File: src/rtl/core/object_to_ego_frame_matcher_top_defines.svh
// Assertion macros shared by the object-to-ego-frame matcher RTL.
// Included by files that carry concurrent checks; expects clk and rst_n in scope.
`ifndef OBJECT_TO_EGO_FRAME_MATCHER_TOP_DEFINES_SVH
`define OBJECT_TO_EGO_FRAME_MATCHER_TOP_DEFINES_SVH

// same-cycle implication, disabled during reset
`define OTEM_ASSERT_IMP(lbl, ante, cons, msg) \
  lbl: assert property (@(posedge clk) disable iff (!rst_n) (ante) |-> (cons)) \
    else $error(msg);

// next-cycle implication, disabled during reset
`define OTEM_ASSERT_NXT(lbl, ante, cons, msg) \
  lbl: assert property (@(posedge clk) disable iff (!rst_n) (ante) |=> (cons)) \
    else $error(msg);

`endif

File: src/rtl/core/otem_pkg.sv
// Shared types and constants for the object-to-ego-frame matcher.
// No dependencies; imported by every module of the block.
package otem_pkg;

  // field widths
  localparam int POS_W      = 40;              // absolute positions
  localparam int DIFF_W     = POS_W + 1;       // exact position offset
  localparam int ROT_W      = 16;              // Q2.14 rotation terms
  localparam int PROD_W     = DIFF_W + ROT_W;  // one rotation product
  localparam int SUM_W      = PROD_W + 1;      // sum of two products
  localparam int FRAC_W     = 14;              // fraction bits of Q2.14
  localparam int SHR_W      = SUM_W - FRAC_W;  // rounded, before saturation
  localparam int REL_W      = 32;              // ego-frame coordinates
  localparam int ERR_W      = REL_W + 1;       // target minus position
  localparam int NEAR_W     = 21;              // magnitude bound for the square
  localparam int SQ_W       = 2 * NEAR_W;      // one square
  localparam int DIST_W     = SQ_W + 1;        // sum of squares
  localparam int RAD_W      = 40;              // squared radius
  localparam int VIDX_W     = 8;               // reported vehicle index
  localparam int TIDX_W     = 9;               // reported target index
  localparam int CFG_IDX_W  = 4;
  localparam int CFG_DATA_W = 40;

  localparam int MAX_VEH_DEF = 256;
  localparam int Q_DEPTH_DEF = 4;

  localparam logic [SUM_W-1:0]  ROUND_HALF = SUM_W'(1 << (FRAC_W - 1));
  localparam logic [TIDX_W-1:0] MATCH_NONE = '1;

  // reset values of the registers
  localparam logic [ROT_W-1:0] ROT_COS_RST = ROT_W'(16384);
  localparam logic [RAD_W-1:0] RADIUS_RST  = RAD_W'(16384);

  typedef enum logic [1:0] {
    MF_OFF = 2'd0,
    MF_IN  = 2'd1,
    MF_OUT = 2'd2
  } match_flag_t;

  typedef enum logic [CFG_IDX_W-1:0] {
    REG_EGO_X        = 4'd0,
    REG_EGO_Y        = 4'd1,
    REG_ROT_COS      = 4'd2,
    REG_ROT_SIN      = 4'd3,
    REG_TARGET_VALID = 4'd4,
    REG_TARGET_X     = 4'd5,
    REG_TARGET_Y     = 4'd6,
    REG_RADIUS       = 4'd7
  } cfg_reg_t;

  // register file contents as seen by the front and back
  typedef struct packed {
    logic signed [POS_W-1:0]  ego_x;
    logic signed [POS_W-1:0]  ego_y;
    logic signed [ROT_W-1:0]  rot_cos;
    logic signed [ROT_W-1:0]  rot_sin;
    logic                     target_valid;
    logic signed [REL_W-1:0]  target_x;
    logic signed [REL_W-1:0]  target_y;
    logic        [RAD_W-1:0]  radius_sq;
  } cfg_t;

  // one queued word: offset from ego plus list bookkeeping
  typedef struct packed {
    logic signed [DIFF_W-1:0] dx;
    logic signed [DIFF_W-1:0] dy;
    logic        [TIDX_W-1:0] idx;
    logic                     last;
  } item_t;

endpackage

File: src/rtl/core/otem_front.sv
// Front end: accepts vehicle words, numbers them within the list, forms ego offsets.
// Depends on otem_pkg; feeds otem_queue.
module otem_front import otem_pkg::*; #(
  parameter int MAX_VEHICLES = MAX_VEH_DEF
) (
  input  logic                    clk,
  input  logic                    rst_n,
  input  logic                    in_valid,
  input  logic signed [POS_W-1:0] in_veh_x,
  input  logic signed [POS_W-1:0] in_veh_y,
  input  logic                    in_last_vehicle,
  input  logic                    q_full,
  input  cfg_t                    cfg,
  output logic                    push,
  output item_t                   item
);

  localparam int CNT_W = $clog2(MAX_VEHICLES);
  localparam logic [CNT_W-1:0] CNT_MAX = CNT_W'(MAX_VEHICLES - 1);

  logic [CNT_W-1:0]        cnt_r, cnt_nxt;
  logic [CNT_W+TIDX_W-1:0] cnt_ext;

  assign push    = in_valid && !q_full;
  assign cnt_ext = {{TIDX_W{1'b0}}, cnt_r};

  // offset from ego, exact in one extra bit
  always_comb begin
    item.dx   = DIFF_W'(in_veh_x) - DIFF_W'(cfg.ego_x);
    item.dy   = DIFF_W'(in_veh_y) - DIFF_W'(cfg.ego_y);
    item.idx  = cnt_ext[TIDX_W-1:0];
    item.last = in_last_vehicle;
  end

  // list position: restart after the last vehicle, hold at the top
  always_comb begin
    cnt_nxt = cnt_r;
    if (push) begin
      if (in_last_vehicle) begin
        cnt_nxt = '0;
      end else if (cnt_r != CNT_MAX) begin
        cnt_nxt = cnt_r + CNT_W'(1);
      end
    end
  end

  always_ff @(posedge clk) begin
    if (!rst_n) begin
      cnt_r <= '0;
    end else begin
      cnt_r <= cnt_nxt;
    end
  end

endmodule

File: config.mk
export PLATFORM = sky130hd
export DESIGN_NAME = otem_front
export DESIGN_NICKNAME = d
export VERILOG_FILES = /design/src/rtl/core/object_to_ego_frame_matcher_top_defines.svh /design/src/rtl/core/otem_pkg.sv /design/src/rtl/core/otem_front.sv
export SDC_FILE = /design/constraint.sdc
export NUM_CORES = 1
export LEC_CHECK = 0
export ABC_CLOCK_PERIOD_IN_PS = 4090
export BUFFER_PORTS_ARGS = -buffer_cell sky130_fd_sc_hd__buf_4
export CORE_AREA = 10 10 146 148
export DETAILED_ROUTE_END_ITERATION = 8
export DIE_AREA = 0 0 156 158
export GPL_TIMING_DRIVEN = 0
export PLACE_DENSITY = 0.73
export SETUP_SLACK_MARGIN = 0.1
export SLEW_MARGIN = 20
export SYNTH_ARGS = -nofsm -noshare
export SYNTH_HDL_FRONTEND = slang
export SYNTH_SLANG_ARGS = --single-unit
File: constraint.sdc
create_clock -name clk -period 4.09 [get_ports clk]
set_clock_uncertainty 0.2 [all_clocks]
set_input_delay 0.818 -clock clk [delete_from_list [all_inputs] [get_ports clk]]
set_output_delay 0.818 -clock clk [all_outputs]
set_load 0.01 [all_outputs]
==> results by group <==
Logic synthesis
  – Cells after synthesis: 736
  – Post-synthesis sequential area ratio: 0.03239
  – Synthesis Warnings: 0
  – Avg Inst Size Synth: 6.718 um^2
  – Synth area leaders: ha_1 20%, inv_1 8.6%, xnor2_1 7.6%
  – Syn nets: 1121
  – Yosys reg bits: 8
  – Post-synth EDFFs: 0
  – Synthesized area: 4945 um^2
  – Main synth FF type: dfxtp_1
  – Area leader, netlist: ha_1
  – Top cell type's share of synthesized area: 0.2050
  – Ys async rst share: 0
  – Unique cell type count in the Yosys netlist: 63

Layout
  – Largest regs: cnt_r (8)
  – Largest register by flop count: cnt_r
  – Area grow syn2layout: 80.06%
  – Max reg flops: 8
  – Area of the multi-input gates: 5181 um^2
  – Commonest non-fill, non-tap cell in the layout: buf_4
  – Sequential cell area: 160.2 um^2
  – Final nets: 1449
  – Commonest cells after routing, fill and taps aside: 291 x buf_4, 101 x inv_1, 56 x ha_1
  – FILL cells: 1769
  – Share of layout cells above drive strength 1: 0.4576

Timing
  – Min cycle time layout: 4433 ps
  – RSZ-0062 raised after global routing: true
  – Fin crit share: 1.084
  – Slew @ Worst Pin: 533.3 ps
  – Final hold vios: 0
  – Max-slew violations: 0
  – Achievable Freq: 225.6 MHz
  – Hold Slack: 317.9 ps
  – Slew margin rel.: 0.6444
  – Final setup fails: 35
  – Final worst slack: -343.2 ps

Min path
  – Min-delay worst type: reg -> reg

Floorplan
  – Die H: 158 um
  – Full die area: 24650 um^2
  – I/O pin cnt: 395
  – Initial Utilization: 0.2679
  – Core Area: 18460 um^2
  – Die X: 156 um
  – Row cnt: 50

Outcome
  – Failing checks: setup timing
  – Run status: finished, violations left

Placement
  – Placement Setup Slack: -631.6 ps
  – Number of port buffers: 256
  – DP Wirelength: 18.47 mm
  – GP Congestion: 0.8905

Power
  – Design Power: 1.869 mW
  – Clock power frac: 0.088
  – Leak: 4.441 nW
  – Combinational Power Share: 0.869
  – PD cells: 209.9 nW/um^2
  – Sequential share of power: 0.043
  – Switching part of the total power: 0.4541
  – Psw: 0.8485 mW
  – Cell internal pwr: 1.020 mW
  – Peak VDD IR: 0.1370 mV

Setup path
  – CP peak stage delay: 370 ps
  – Worst reg2reg path depth: 7
  – Worst Path Max Fanout: 4
  – Reg2Reg Setup Slack: 1880 ps
  – CP endpoint: item[48]
  – Buffer and inverter count on the worst path: 3
  – Critical path, cell by cell: buf_8 -> inv_8 -> ha_4 -> fa_2 -> nor2b_1 -> o21ai_1 -> a21o_1 -> a32oi_4 -> a31oi_4 -> a22o_1 -> or3_4 -> o211ai_1 -> xor2_1 -> buf_4
  – Critical Path Start: in_veh_y[0]
  – Crit path required time: 3070 ps
  – Reg-to-reg endpoint: cnt_r[5]
  – CP startpoint kind: input port
  – Cell count along the critical path: 14
  – CP top delay family: compound AO/OA/AOI/OAI gates
  – Critical-path top delay cell: or3_4
  – Critical Path End Type: output pin
  – Crit path arrival time: 3420 ps
  – Worst r2r src: cnt_r[0]
  – CP Class: in -> out

Route
  – DR DRC count: 0
  – Via Count: 6490
  – Detail Route Antenna Nets: 0
  – Total Wirelength: 22.79 mm
  – Initial DRC count: 314
  – DR WL/cell: 17.56 um
  – Via-to-Cell Ratio: 5.000
  – Drt pass-1 iters: 5

GRT
  – Largest net degree at the start of global routing: 11
  – Top Usage Layer GRT: met2
  – Initial antenna violation count: 3
  – Met2 Use GR: 0.2608
  – Vias in the first global route: 6529
  – M3 GR Usage: 0.06839
  – Met1 Usage GRT: 0.2108
  – Gr ovfl total: 0
  – First-pass GRT wire length: 33.54 mm
  – All-Layer GR Usage: 0.1662

Flow run
  – Max-cap viol count: 0

Clock tree
  – Clock root cell: clkbuf_16
  – Clock buffer count from CTS: 3
  – Worst-case clock buffer depth: 2
  – Sink Count: 8
  – Worst skew pair latency: 230 ps
  – CTS tree: yes
  – H-tree depth: 1
  – Clock transition at the registers of the reported paths: 40 ps
==> power groups by stage <==
stage	clock [mW]	sequential, mW	combinational (mW)
floorplan	0	0.0820	0.718
global placement	0	0.0816	1.30
detailed placement	0	0.0817	1.31
CTS	0.166	0.0805	1.51
global route	0.170	0.0806	1.76
finish	0.164	0.0806	1.62
==> cell families (layout without fill, tap and decap cells) <==
group | count (synthesis) | count (layout) | synth area share
AO/OA/AOI/OAI | 239 | 239 | 0.3241
AND/OR/NAND/NOR | 186 | 186 | 0.1819
adder cells (fa/ha/maj) | 83 | 83 | 0.2131
flip-flops | 8 | 8 | 0.03239
other | 1 | 3 | 0.0007584
buffers and inverters | 141 | 467 | 0.1096
XOR/XNOR | 78 | 78 | 0.1382
==> what timing repair did <==
item                                    CTS  global route
hold buffers                              0             0
pin swaps                                89            63
resized for setup                       164            78
setup buffers                            48            29
endpoints found under the setup margin   40            48
==> synthesized netlist by cell type (13+ instances only) <==
library cell,number
inv_1,113
ha_1,81
a21oi_1,70
nand2_1,53
nor2_1,43
xnor2_1,43
a21o_1,35
o21ai_0,35
xor2_1,35
nand3_1,28
clkbuf_1,21
a31oi_1,16
nand4_1,13
==> cell type report <==
class	count	share of cell area
multi-input cells	587	0.5819
diodes	2	0.0005621
inverters	113	0.05045
plain buffers	26	0.01686
flip-flops and latches	8	0.01799
clock buffers	3	0.008432
repair buffers	325	0.2909
well taps	234	0.03288
==> how the worst min path moves through the flow <==
stage | from | endpoint | slack [ps] | cells past startpoint
after floorplan | cnt_r[1] | cnt_r[1] | 320 | 2
after global placement | cnt_r[1] | cnt_r[1] | 310 | 2
after detailed placement | cnt_r[1] | cnt_r[1] | 310 | 2
after CTS | cnt_r[1] | cnt_r[1] | 320 | 2
after global routing | cnt_r[1] | cnt_r[1] | 360 | 2
final | cnt_r[1] | cnt_r[1] | 320 | 2
==> per-layer routing <==
metal | vias up | part of all wire
li1 | 3232 | -
met1 | 2992 | 0.44
met2 | 236 | 0.44
met3 | 28 | 0.10
met4 | 2 | 0.016
met5 | - | 0.00088
==> worst reg2reg max path, delay by kind of cell, from the launching register on <==
kind	cells	cell delay (ps)
AOI/OAI and AO/OA	1	430
DFF	1	340
adders and majority gates	1	240
xor gates and xnor gates	1	150
and+or+nand+nor	4	730
==> per-stage QoR <==
| step | utilization | std cells | TNS (ps) | instance area (um^2) |
|---|---|---|---|---|
| final | 0.4824 | 1298 | -5089 | 8904 |
| after global routing | 0.4823 | 1297 | -9266 | 8901 |
| after CTS | 0.4561 | 1277 | -5035 | 8418 |
| after detailed placement | 0.3917 | 1226 | -10160 | 7229 |
| after global placement | 0.3917 | 1226 | -9745 | 7229 |
| after floorplan | - | 736 | -216.4 | 5015 |
(Power assumes the default switching activity.)
