## config.mk

```make
export PLATFORM = sky130hd
export DESIGN_NAME = otem_queue
export DESIGN_NICKNAME = d
export VERILOG_FILES = /design/src/rtl/core/otem_pkg.sv /design/src/rtl/core/otem_queue.sv
export VERILOG_INCLUDE_DIRS = /design/src /design/src/rtl/core
export SDC_FILE = /design/constraint.sdc
export NUM_CORES = 1
export LEC_CHECK = 0
export CAP_MARGIN = 20
export CORE_ASPECT_RATIO = 1.2
export CORE_UTILIZATION = 59
export CTS_BUF_LIST = sky130_fd_sc_hd__clkbuf_8
export CTS_CLUSTER_SIZE = 40
export DETAILED_ROUTE_END_ITERATION = 10
export DONT_BUFFER_PORTS = 1
export GPL_TIMING_DRIVEN = 0
export PLACE_DENSITY = 0.78
export REMOVE_ABC_BUFFERS = 1
export SLEW_MARGIN = 0
export SYNTH_ARGS = -nofsm -noshare
export SYNTH_HDL_FRONTEND = slang
export SYNTH_SLANG_ARGS = --single-unit
```

## constraint.sdc

```tcl
create_clock -name clk -period 3.69 [get_ports clk]
set_clock_uncertainty 0.15 [all_clocks]
set_input_delay 1.107 -clock clk [delete_from_list [all_inputs] [get_ports clk]]
set_output_delay 1.107 -clock clk [all_outputs]
set_load 0.005 [all_outputs]
```

## src/rtl/core/object_to_ego_frame_matcher_top_defines.svh

```systemverilog
// Assertion macros shared by the object-to-ego-frame matcher RTL.
// Included by files that carry concurrent checks; expects clk and rst_n in scope.
`ifndef OBJECT_TO_EGO_FRAME_MATCHER_TOP_DEFINES_SVH
`define OBJECT_TO_EGO_FRAME_MATCHER_TOP_DEFINES_SVH

// same-cycle implication, disabled during reset
`define OTEM_ASSERT_IMP(lbl, ante, cons, msg) \
  lbl: assert property (@(posedge clk) disable iff (!rst_n) (ante) |-> (cons)) \
    else $error(msg);

// next-cycle implication, disabled during reset
`define OTEM_ASSERT_NXT(lbl, ante, cons, msg) \
  lbl: assert property (@(posedge clk) disable iff (!rst_n) (ante) |=> (cons)) \
    else $error(msg);

`endif

```

## src/rtl/core/otem_pkg.sv

```systemverilog
// Shared types and constants for the object-to-ego-frame matcher.
// No dependencies; imported by every module of the block.
package otem_pkg;

  // field widths
  localparam int POS_W      = 40;              // absolute positions
  localparam int DIFF_W     = POS_W + 1;       // exact position offset
  localparam int ROT_W      = 16;              // Q2.14 rotation terms
  localparam int PROD_W     = DIFF_W + ROT_W;  // one rotation product
  localparam int SUM_W      = PROD_W + 1;      // sum of two products
  localparam int FRAC_W     = 14;              // fraction bits of Q2.14
  localparam int SHR_W      = SUM_W - FRAC_W;  // rounded, before saturation
  localparam int REL_W      = 32;              // ego-frame coordinates
  localparam int ERR_W      = REL_W + 1;       // target minus position
  localparam int NEAR_W     = 21;              // magnitude bound for the square
  localparam int SQ_W       = 2 * NEAR_W;      // one square
  localparam int DIST_W     = SQ_W + 1;        // sum of squares
  localparam int RAD_W      = 40;              // squared radius
  localparam int VIDX_W     = 8;               // reported vehicle index
  localparam int TIDX_W     = 9;               // reported target index
  localparam int CFG_IDX_W  = 4;
  localparam int CFG_DATA_W = 40;

  localparam int MAX_VEH_DEF = 256;
  localparam int Q_DEPTH_DEF = 4;

  localparam logic [SUM_W-1:0]  ROUND_HALF = SUM_W'(1 << (FRAC_W - 1));
  localparam logic [TIDX_W-1:0] MATCH_NONE = '1;

  // reset values of the registers
  localparam logic [ROT_W-1:0] ROT_COS_RST = ROT_W'(16384);
  localparam logic [RAD_W-1:0] RADIUS_RST  = RAD_W'(16384);

  typedef enum logic [1:0] {
    MF_OFF = 2'd0,
    MF_IN  = 2'd1,
    MF_OUT = 2'd2
  } match_flag_t;

  typedef enum logic [CFG_IDX_W-1:0] {
    REG_EGO_X        = 4'd0,
    REG_EGO_Y        = 4'd1,
    REG_ROT_COS      = 4'd2,
    REG_ROT_SIN      = 4'd3,
    REG_TARGET_VALID = 4'd4,
    REG_TARGET_X     = 4'd5,
    REG_TARGET_Y     = 4'd6,
    REG_RADIUS       = 4'd7
  } cfg_reg_t;

  // register file contents as seen by the front and back
  typedef struct packed {
    logic signed [POS_W-1:0]  ego_x;
    logic signed [POS_W-1:0]  ego_y;
    logic signed [ROT_W-1:0]  rot_cos;
    logic signed [ROT_W-1:0]  rot_sin;
    logic                     target_valid;
    logic signed [REL_W-1:0]  target_x;
    logic signed [REL_W-1:0]  target_y;
    logic        [RAD_W-1:0]  radius_sq;
  } cfg_t;

  // one queued word: offset from ego plus list bookkeeping
  typedef struct packed {
    logic signed [DIFF_W-1:0] dx;
    logic signed [DIFF_W-1:0] dy;
    logic        [TIDX_W-1:0] idx;
    logic                     last;
  } item_t;

endpackage

```

## src/rtl/core/otem_queue.sv

```systemverilog
// Short word queue between front and back; register storage, one read port.
// Depends on otem_pkg for the queued word type.
`include "object_to_ego_frame_matcher_top_defines.svh"

module otem_queue import otem_pkg::*; #(
  parameter int DEPTH = Q_DEPTH_DEF
) (
  input  logic  clk,
  input  logic  rst_n,
  input  logic  push,
  input  item_t wr_item,
  input  logic  pop,
  output item_t rd_item,
  output logic  full,
  output logic  empty
);

  localparam int PTR_W = $clog2(DEPTH);
  localparam int CNT_W = $clog2(DEPTH + 1);
  localparam logic [PTR_W-1:0] PTR_LAST = PTR_W'(DEPTH - 1);
  localparam logic [CNT_W-1:0] CNT_FULL = CNT_W'(DEPTH);

  item_t            mem_r [DEPTH];
  logic [PTR_W-1:0] wr_ptr_r, wr_ptr_nxt;
  logic [PTR_W-1:0] rd_ptr_r, rd_ptr_nxt;
  logic [CNT_W-1:0] cnt_r, cnt_nxt;

  assign full    = (cnt_r == CNT_FULL);
  assign empty   = (cnt_r == '0);
  assign rd_item = mem_r[rd_ptr_r];

  // pointer wrap and fill level
  always_comb begin
    wr_ptr_nxt = wr_ptr_r;
    rd_ptr_nxt = rd_ptr_r;
    cnt_nxt    = cnt_r;
    if (push) begin
      wr_ptr_nxt = (wr_ptr_r == PTR_LAST) ? '0 : wr_ptr_r + PTR_W'(1);
    end
    if (pop) begin
      rd_ptr_nxt = (rd_ptr_r == PTR_LAST) ? '0 : rd_ptr_r + PTR_W'(1);
    end
    if (push && !pop) begin
      cnt_nxt = cnt_r + CNT_W'(1);
    end else if (pop && !push) begin
      cnt_nxt = cnt_r - CNT_W'(1);
    end
  end

  always_ff @(posedge clk) begin
    if (!rst_n) begin
      wr_ptr_r <= '0;
      rd_ptr_r <= '0;
      cnt_r    <= '0;
    end else begin
      wr_ptr_r <= wr_ptr_nxt;
      rd_ptr_r <= rd_ptr_nxt;
      cnt_r    <= cnt_nxt;
    end
  end

  // storage, no reset
  always_ff @(posedge clk) begin
    if (push) begin
      mem_r[wr_ptr_r] <= wr_item;
    end
  end

  `OTEM_ASSERT_IMP(a_q_no_overflow, push, !full, "queue written while full")
  `OTEM_ASSERT_NXT(a_q_fill_seen, push && !pop, !empty, "queue empty after a lone write")

endmodule

```

==> impl_metrics.json, run 1 <==
{
  "h-tree-depth": 2,
  "cp-start-kind": "register",
  "syn-instance-count": 524,
  "die_y_um": 169,
  "yosys.cell_types.count": 21,
  "first_pass_iters": 4,
  "io_pins": 190,
  "row_count": 60,
  "p_leak_nw": 4.75,
  "tritoncts": "built",
  "cts_resized": 0,
  "relSlewSlack_pct": 51.6,
  "status": "completed",
  "cp.required_ns": 2.43,
  "r2r_start": "wr_ptr_r[0]",
  "wl_um": 22400,
  "clkTransAtPathRegs_ns": 0.06,
  "cts_setup_buffers": 0,
  "ctsLongestPathBuffers": 3,
  "drt_iter0_markers": 334,
  "post-route-min-period_ns": 3.42,
  "timing.rr.end": "mem_r[3][19]",
  "hold_violations": 0,
  "cts_sinks": 377,
  "clock_latency_ns": 0.56,
  "rsz0062_at_grt": "no",
  "gp_congestion": 0.681,
  "ant_nets": 0,
  "drv_slew": 0,
  "ys.warnings.count": 0,
  "rr_worst_depth": 3,
  "core_area_mm2": 0.0226,
  "worstMarginPinSlew_ns": 0.726,
  "grt_max_degree": 59,
  "critical_path_arrival_ns": 2.16,
  "grt_pass1_wl_um": 33400,
  "antenna_cells": 0,
  "areaGrowthSynthToFinish_pct": 10.4,
  "routedWlPerCell_um": 24.4,
  "dr_total_vias": 5409,
  "crit_path_end": "rd_item[47]",
  "hold_path.class": "register to register",
  "r2r_slack_ns": 1.60,
  "cts_root_buf": "clkbuf_8",
  "critPathKind": "register to primary output",
  "drc": 0,
  "cts_buffers": 54,
  "die_area_mm2": 0.0239,
  "setup_viol": 0,
  "dp_hpwl_um": 13100,
  "ys_ff_latch": 377,
  "seq_area_frac_synth_pct": 81.8,
  "period_share_pct": 92.7,
  "grt_usage_pct": 19.2,
  "routed_via_density": 5.88,
  "grt_overflow": 0,
  "nets": 670,
  "portBuffers": 0,
  "final_cell_mix": "edfxtp_1, mux4_2, clkbuf_8",
  "antenna_found_initial": 0,
  "dp.cells": 821,
  "max-cap-violations": 0,
  "power_density_mw_per_mm2": 556,
  "first_global_vias": 5792,
  "start_util_pct": 60.8,
  "final_common_cell": "edfxtp_1",
  "die_w_um": 141,
  "crit_fanout": 41,
  "final_util_pct": 67.1,
  "drive_gt1_share_pct": 27.5,
  "synth_area_per_cell_um2": 26.2,
  "syn_area_mm2": 0.0137,
  "final_cells": 920,
  "ir_worst_vdd_uv": 379,
  "fmax_mhz": 292,
  "hold_buffers": 0,
  "endpoint_kind": "primary output"
}
[state kept, by name, indices dropped and copies added, names as in the netlist, named ones only]
name and flops:
wr_ptr_r 2, cnt_r 3, mem_r 368, rd_ptr_r 2
[cell usage after synthesis]
cell	instances	area (um^2)
edfxtp_1	368	11100
mux4_2	92	2070
buf_2	9	45.0
buf_6	9	101
dfxtp_1	9	180
ha_1	6	75.1
and2_1	5	31.3
nor2b_1	5	31.3
inv_1	4	15.0
mux2i_1	4	40.0
clkbuf_1	2	7.51
nor3_1	2	10.0
a21boi_0	1	7.51
fa_1	1	20.0
nor2_1	1	3.75
nor3b_1	1	7.51
o21a_1	1	7.51
o21ai_0	1	5.00
or3_1	1	6.26
xnor2_1	1	8.76
xor2_1	1	8.76
[power breakdown]
group	leakage (nW)	switching, mW	internal [mW]	total (mW)
combinational	0.723	0.268	0.242	0.509
sequential	3.46	0.0694	4.91	4.98
clock	0.572	1.45	1.49	2.94
[through the flow]
step                      area (um^2)  worst slack, ns  total power [mW]  hold slack, ns  setup TNS [ns]
after floorplan                 13600            -2.07              5.46           0.322         -249.08
after global placement          14000            -3.58              5.61           0.334         -902.62
after detailed placement        14200            0.809              5.60           0.380               0
final                           15200            0.268              8.43           0.412               0
after CTS                       15200            0.184              8.52           0.405               0
after global routing            15200            0.109              8.72           0.438               0
[worst max-delay path, cell delays in order, from the launching register on]
cell and delay [ns]:
dfxtp_4 0.62, buf_16 0.34, mux4_2 0.62
[how the worst min path moves through the flow]
stage | to | startpoint | cells past startpoint | slack, ns
5_1_grt | mem_r[0][4] | wr_item[4] | 0 | 0.44
6_report | cnt_r[2] | cnt_r[2] | 2 | 0.41
2_1_floorplan | cnt_r[2] | cnt_r[2] | 2 | 0.32
3_5_place_dp | cnt_r[2] | cnt_r[2] | 2 | 0.38
4_1_cts | cnt_r[2] | cnt_r[2] | 2 | 0.40
3_3_place_gp | cnt_r[2] | cnt_r[2] | 2 | 0.33
[layout make-up]
type | count | area (um^2)
sequential | 377 | 11200
fill | 1404 | 7440
multi-input combinational | 123 | 2340
clock buffer | 57 | 785
tap | 310 | 388
clock inverter | 42 | 194
timing repair buffer | 7 | 193
inverter | 4 | 15.0
[per-layer routing]
layer	global-route usage, %	up-vias	wire length [um]
met1	22.2	2838	8150
met4	7.89	0	662
met2	33.2	177	12000
met3	6.43	48	1630
met5	0	-	0
li1	-	2346	-
[cell families after synthesis]
family	synth area share, %
DFF	81.8
muxes	15.4
buffers and inverters	1.23
and+or+nand+nor	0.656
adders and majority gates	0.692
AOI/OAI and AO/OA	0.146
xor gates and xnor gates	0.128
No activity file was read; power rests on OpenSTA's default activity.
==> run 2: changes to the inputs <==
CTS_CLUSTER_DIAMETER = 60   (was unset)
RECOVER_POWER = 100   (was unset)
==> impl_metrics.json, run 2 (same netlist as run 1, synthesis figures left out) <==
{
  "status": "finished, violations left",
  "violations": "capacitance limit, slew limit",
  "hold_path.class": "register to register",
  "clkTransAtPathRegs_ns": 0.15,
  "io_pins": 190,
  "rsz0062_at_grt": "no",
  "antenna_cells": 0,
  "cp.required_ns": 2.43,
  "multi_input_area_mm2": 0.00233,
  "drv_slew": 175,
  "start_util_pct": 60.8,
  "dp.cells": 821,
  "die_w_um": 141,
  "final_cells": 854,
  "first_pass_iters": 4,
  "tritoncts": "built",
  "seqCellArea_mm2": 0.0112,
  "critical_path_arrival_ns": 2.19,
  "largest_register_ffs": 368,
  "final_common_cell": "edfxtp_1",
  "period_share_pct": 93.4,
  "hold_buffers": 0,
  "antenna_found_initial": 0,
  "crit_chain": "buf_12 -> mux4_2",
  "grt_usage_pct": 18.3,
  "row_count": 60,
  "core_area_mm2": 0.0226,
  "cp-start-kind": "register",
  "power_density_mw_per_mm2": 508,
  "cts_resized": 0,
  "largest-register": "mem_r",
  "max-cap-violations": 4,
  "nets": 635,
  "final_cell_mix": "edfxtp_1, mux4_2, clkbuf_8",
  "gp_congestion": 0.681,
  "critPathKind": "register to primary output",
  "cts_sinks": 377,
  "portBuffers": 0,
  "first_global_vias": 5370,
  "routedWlPerCell_um": 25.2,
  "p_leak_nw": 4.38,
  "cts_buffers": 19,
  "slowest_delay_ns": 0.64,
  "critPathSlowestCell": "dfxtp_4",
  "worstPathBufferInverterCount": 1,
  "ir_worst_vdd_uv": 521,
  "path_delay_family": "flip-flops",
  "clock_latency_ns": 0.56,
  "h-tree-depth": 1,
  "drc": 0,
  "wl_um": 21600,
  "final_util_pct": 64.6,
  "reg.largest.list": "mem_r (368), cnt_r (3)",
  "worstMarginPinSlew_ns": 2.37,
  "routed_via_density": 6.05,
  "die_area_mm2": 0.0239,
  "drt_iter0_markers": 325,
  "drive_gt1_share_pct": 24.6,
  "dp_hpwl_um": 13100,
  "worst_slack_ns": 0.243,
  "endpoint_kind": "primary output",
  "grt_max_degree": 59,
  "fillers": 1439,
  "hold_violations": 0,
  "dr_total_vias": 5168,
  "areaGrowthSynthToFinish_pct": 6.27,
  "cts_root_buf": "clkbuf_8",
  "ant_nets": 0,
  "pre_cts_ws_ns": 0.809,
  "cts_setup_buffers": 0,
  "fmax_mhz": 290,
  "relSlewSlack_pct": -58.0,
  "ctsLongestPathBuffers": 3,
  "crit_fanout": 41,
  "grt_pass1_wl_um": 32000,
  "post-route-min-period_ns": 3.45,
  "grt_overflow": 0,
  "setup_viol": 0,
  "die_y_um": 169
}
## run 2: cell count changes in the layout (fill, tap and decap cells not counted), sizes merged
| cell | change |
|---|---|
| clkinv | -18 |
| bufinv | -1 |
| clkbuf | -38 |
| clkinvlp | +2 |
| inv | -11 |
## run 2: layout make-up
type / count / area share (%)
Tap cell: 310 / 2.66
Clock buffer: 19 / 1.79
Clock inverter: 14 / 1.29
Inverter: 4 / 0.103
Timing Repair Buffer: 7 / 1.16
Multi-Input combinational cell: 123 / 16.0
Sequential cell: 377 / 77.0
## run 2: worst paths after layout
check	from	end	slack (ns)	cells past startpoint
max	register	rd_item[46]	0.24	2
min	cnt_r[2]	cnt_r[2]	0.41	2
max reg2reg	wr_ptr_r[0]	mem_r[0][57]	0.31	4
min reg2reg	cnt_r[2]	cnt_r[2]	0.41	2
## run 2: tightest hold or removal path, cell delays in order (launching register included)
cell	delay, ns
dfxtp_1	0.36
o21ai_0	0.09
a21boi_0	0.08
## run 2: power breakdown
part | internal [mW] | leakage (nW) | total (mW) | switching [mW]
Sequential | 4.91 | 3.46 | 4.97 | 0.0684
Combinational | 0.234 | 0.707 | 0.500 | 0.265
Clock | 0.598 | 0.219 | 1.93 | 1.34
## run 2: stage by stage
step | area, um^2 | TNS (ns) | power (mW) | hold slack, ns
after floorplan | 13600 | -249.08 | 5.46 | 0.322
after global placement | 14000 | -902.62 | 5.61 | 0.334
after detailed placement | 14200 | 0 | 5.60 | 0.380
after CTS | 14600 | 0 | 7.48 | 0.416
after global routing | 14600 | 0 | 7.66 | 0.400
final | 14600 | 0 | 7.41 | 0.412
## run 2: layer usage
layer | wire length (um) | global-route usage, % | vias to the layer above | part of all wire (%)
met5 | 0 | 0 | - | 0
met3 | 1570 | 5.14 | 29 | 7.3
li1 | - | - | 2240 | -
met2 | 11500 | 32.0 | 159 | 53
met4 | 428 | 4.87 | 0 | 2.0
met1 | 8090 | 22.4 | 2740 | 38
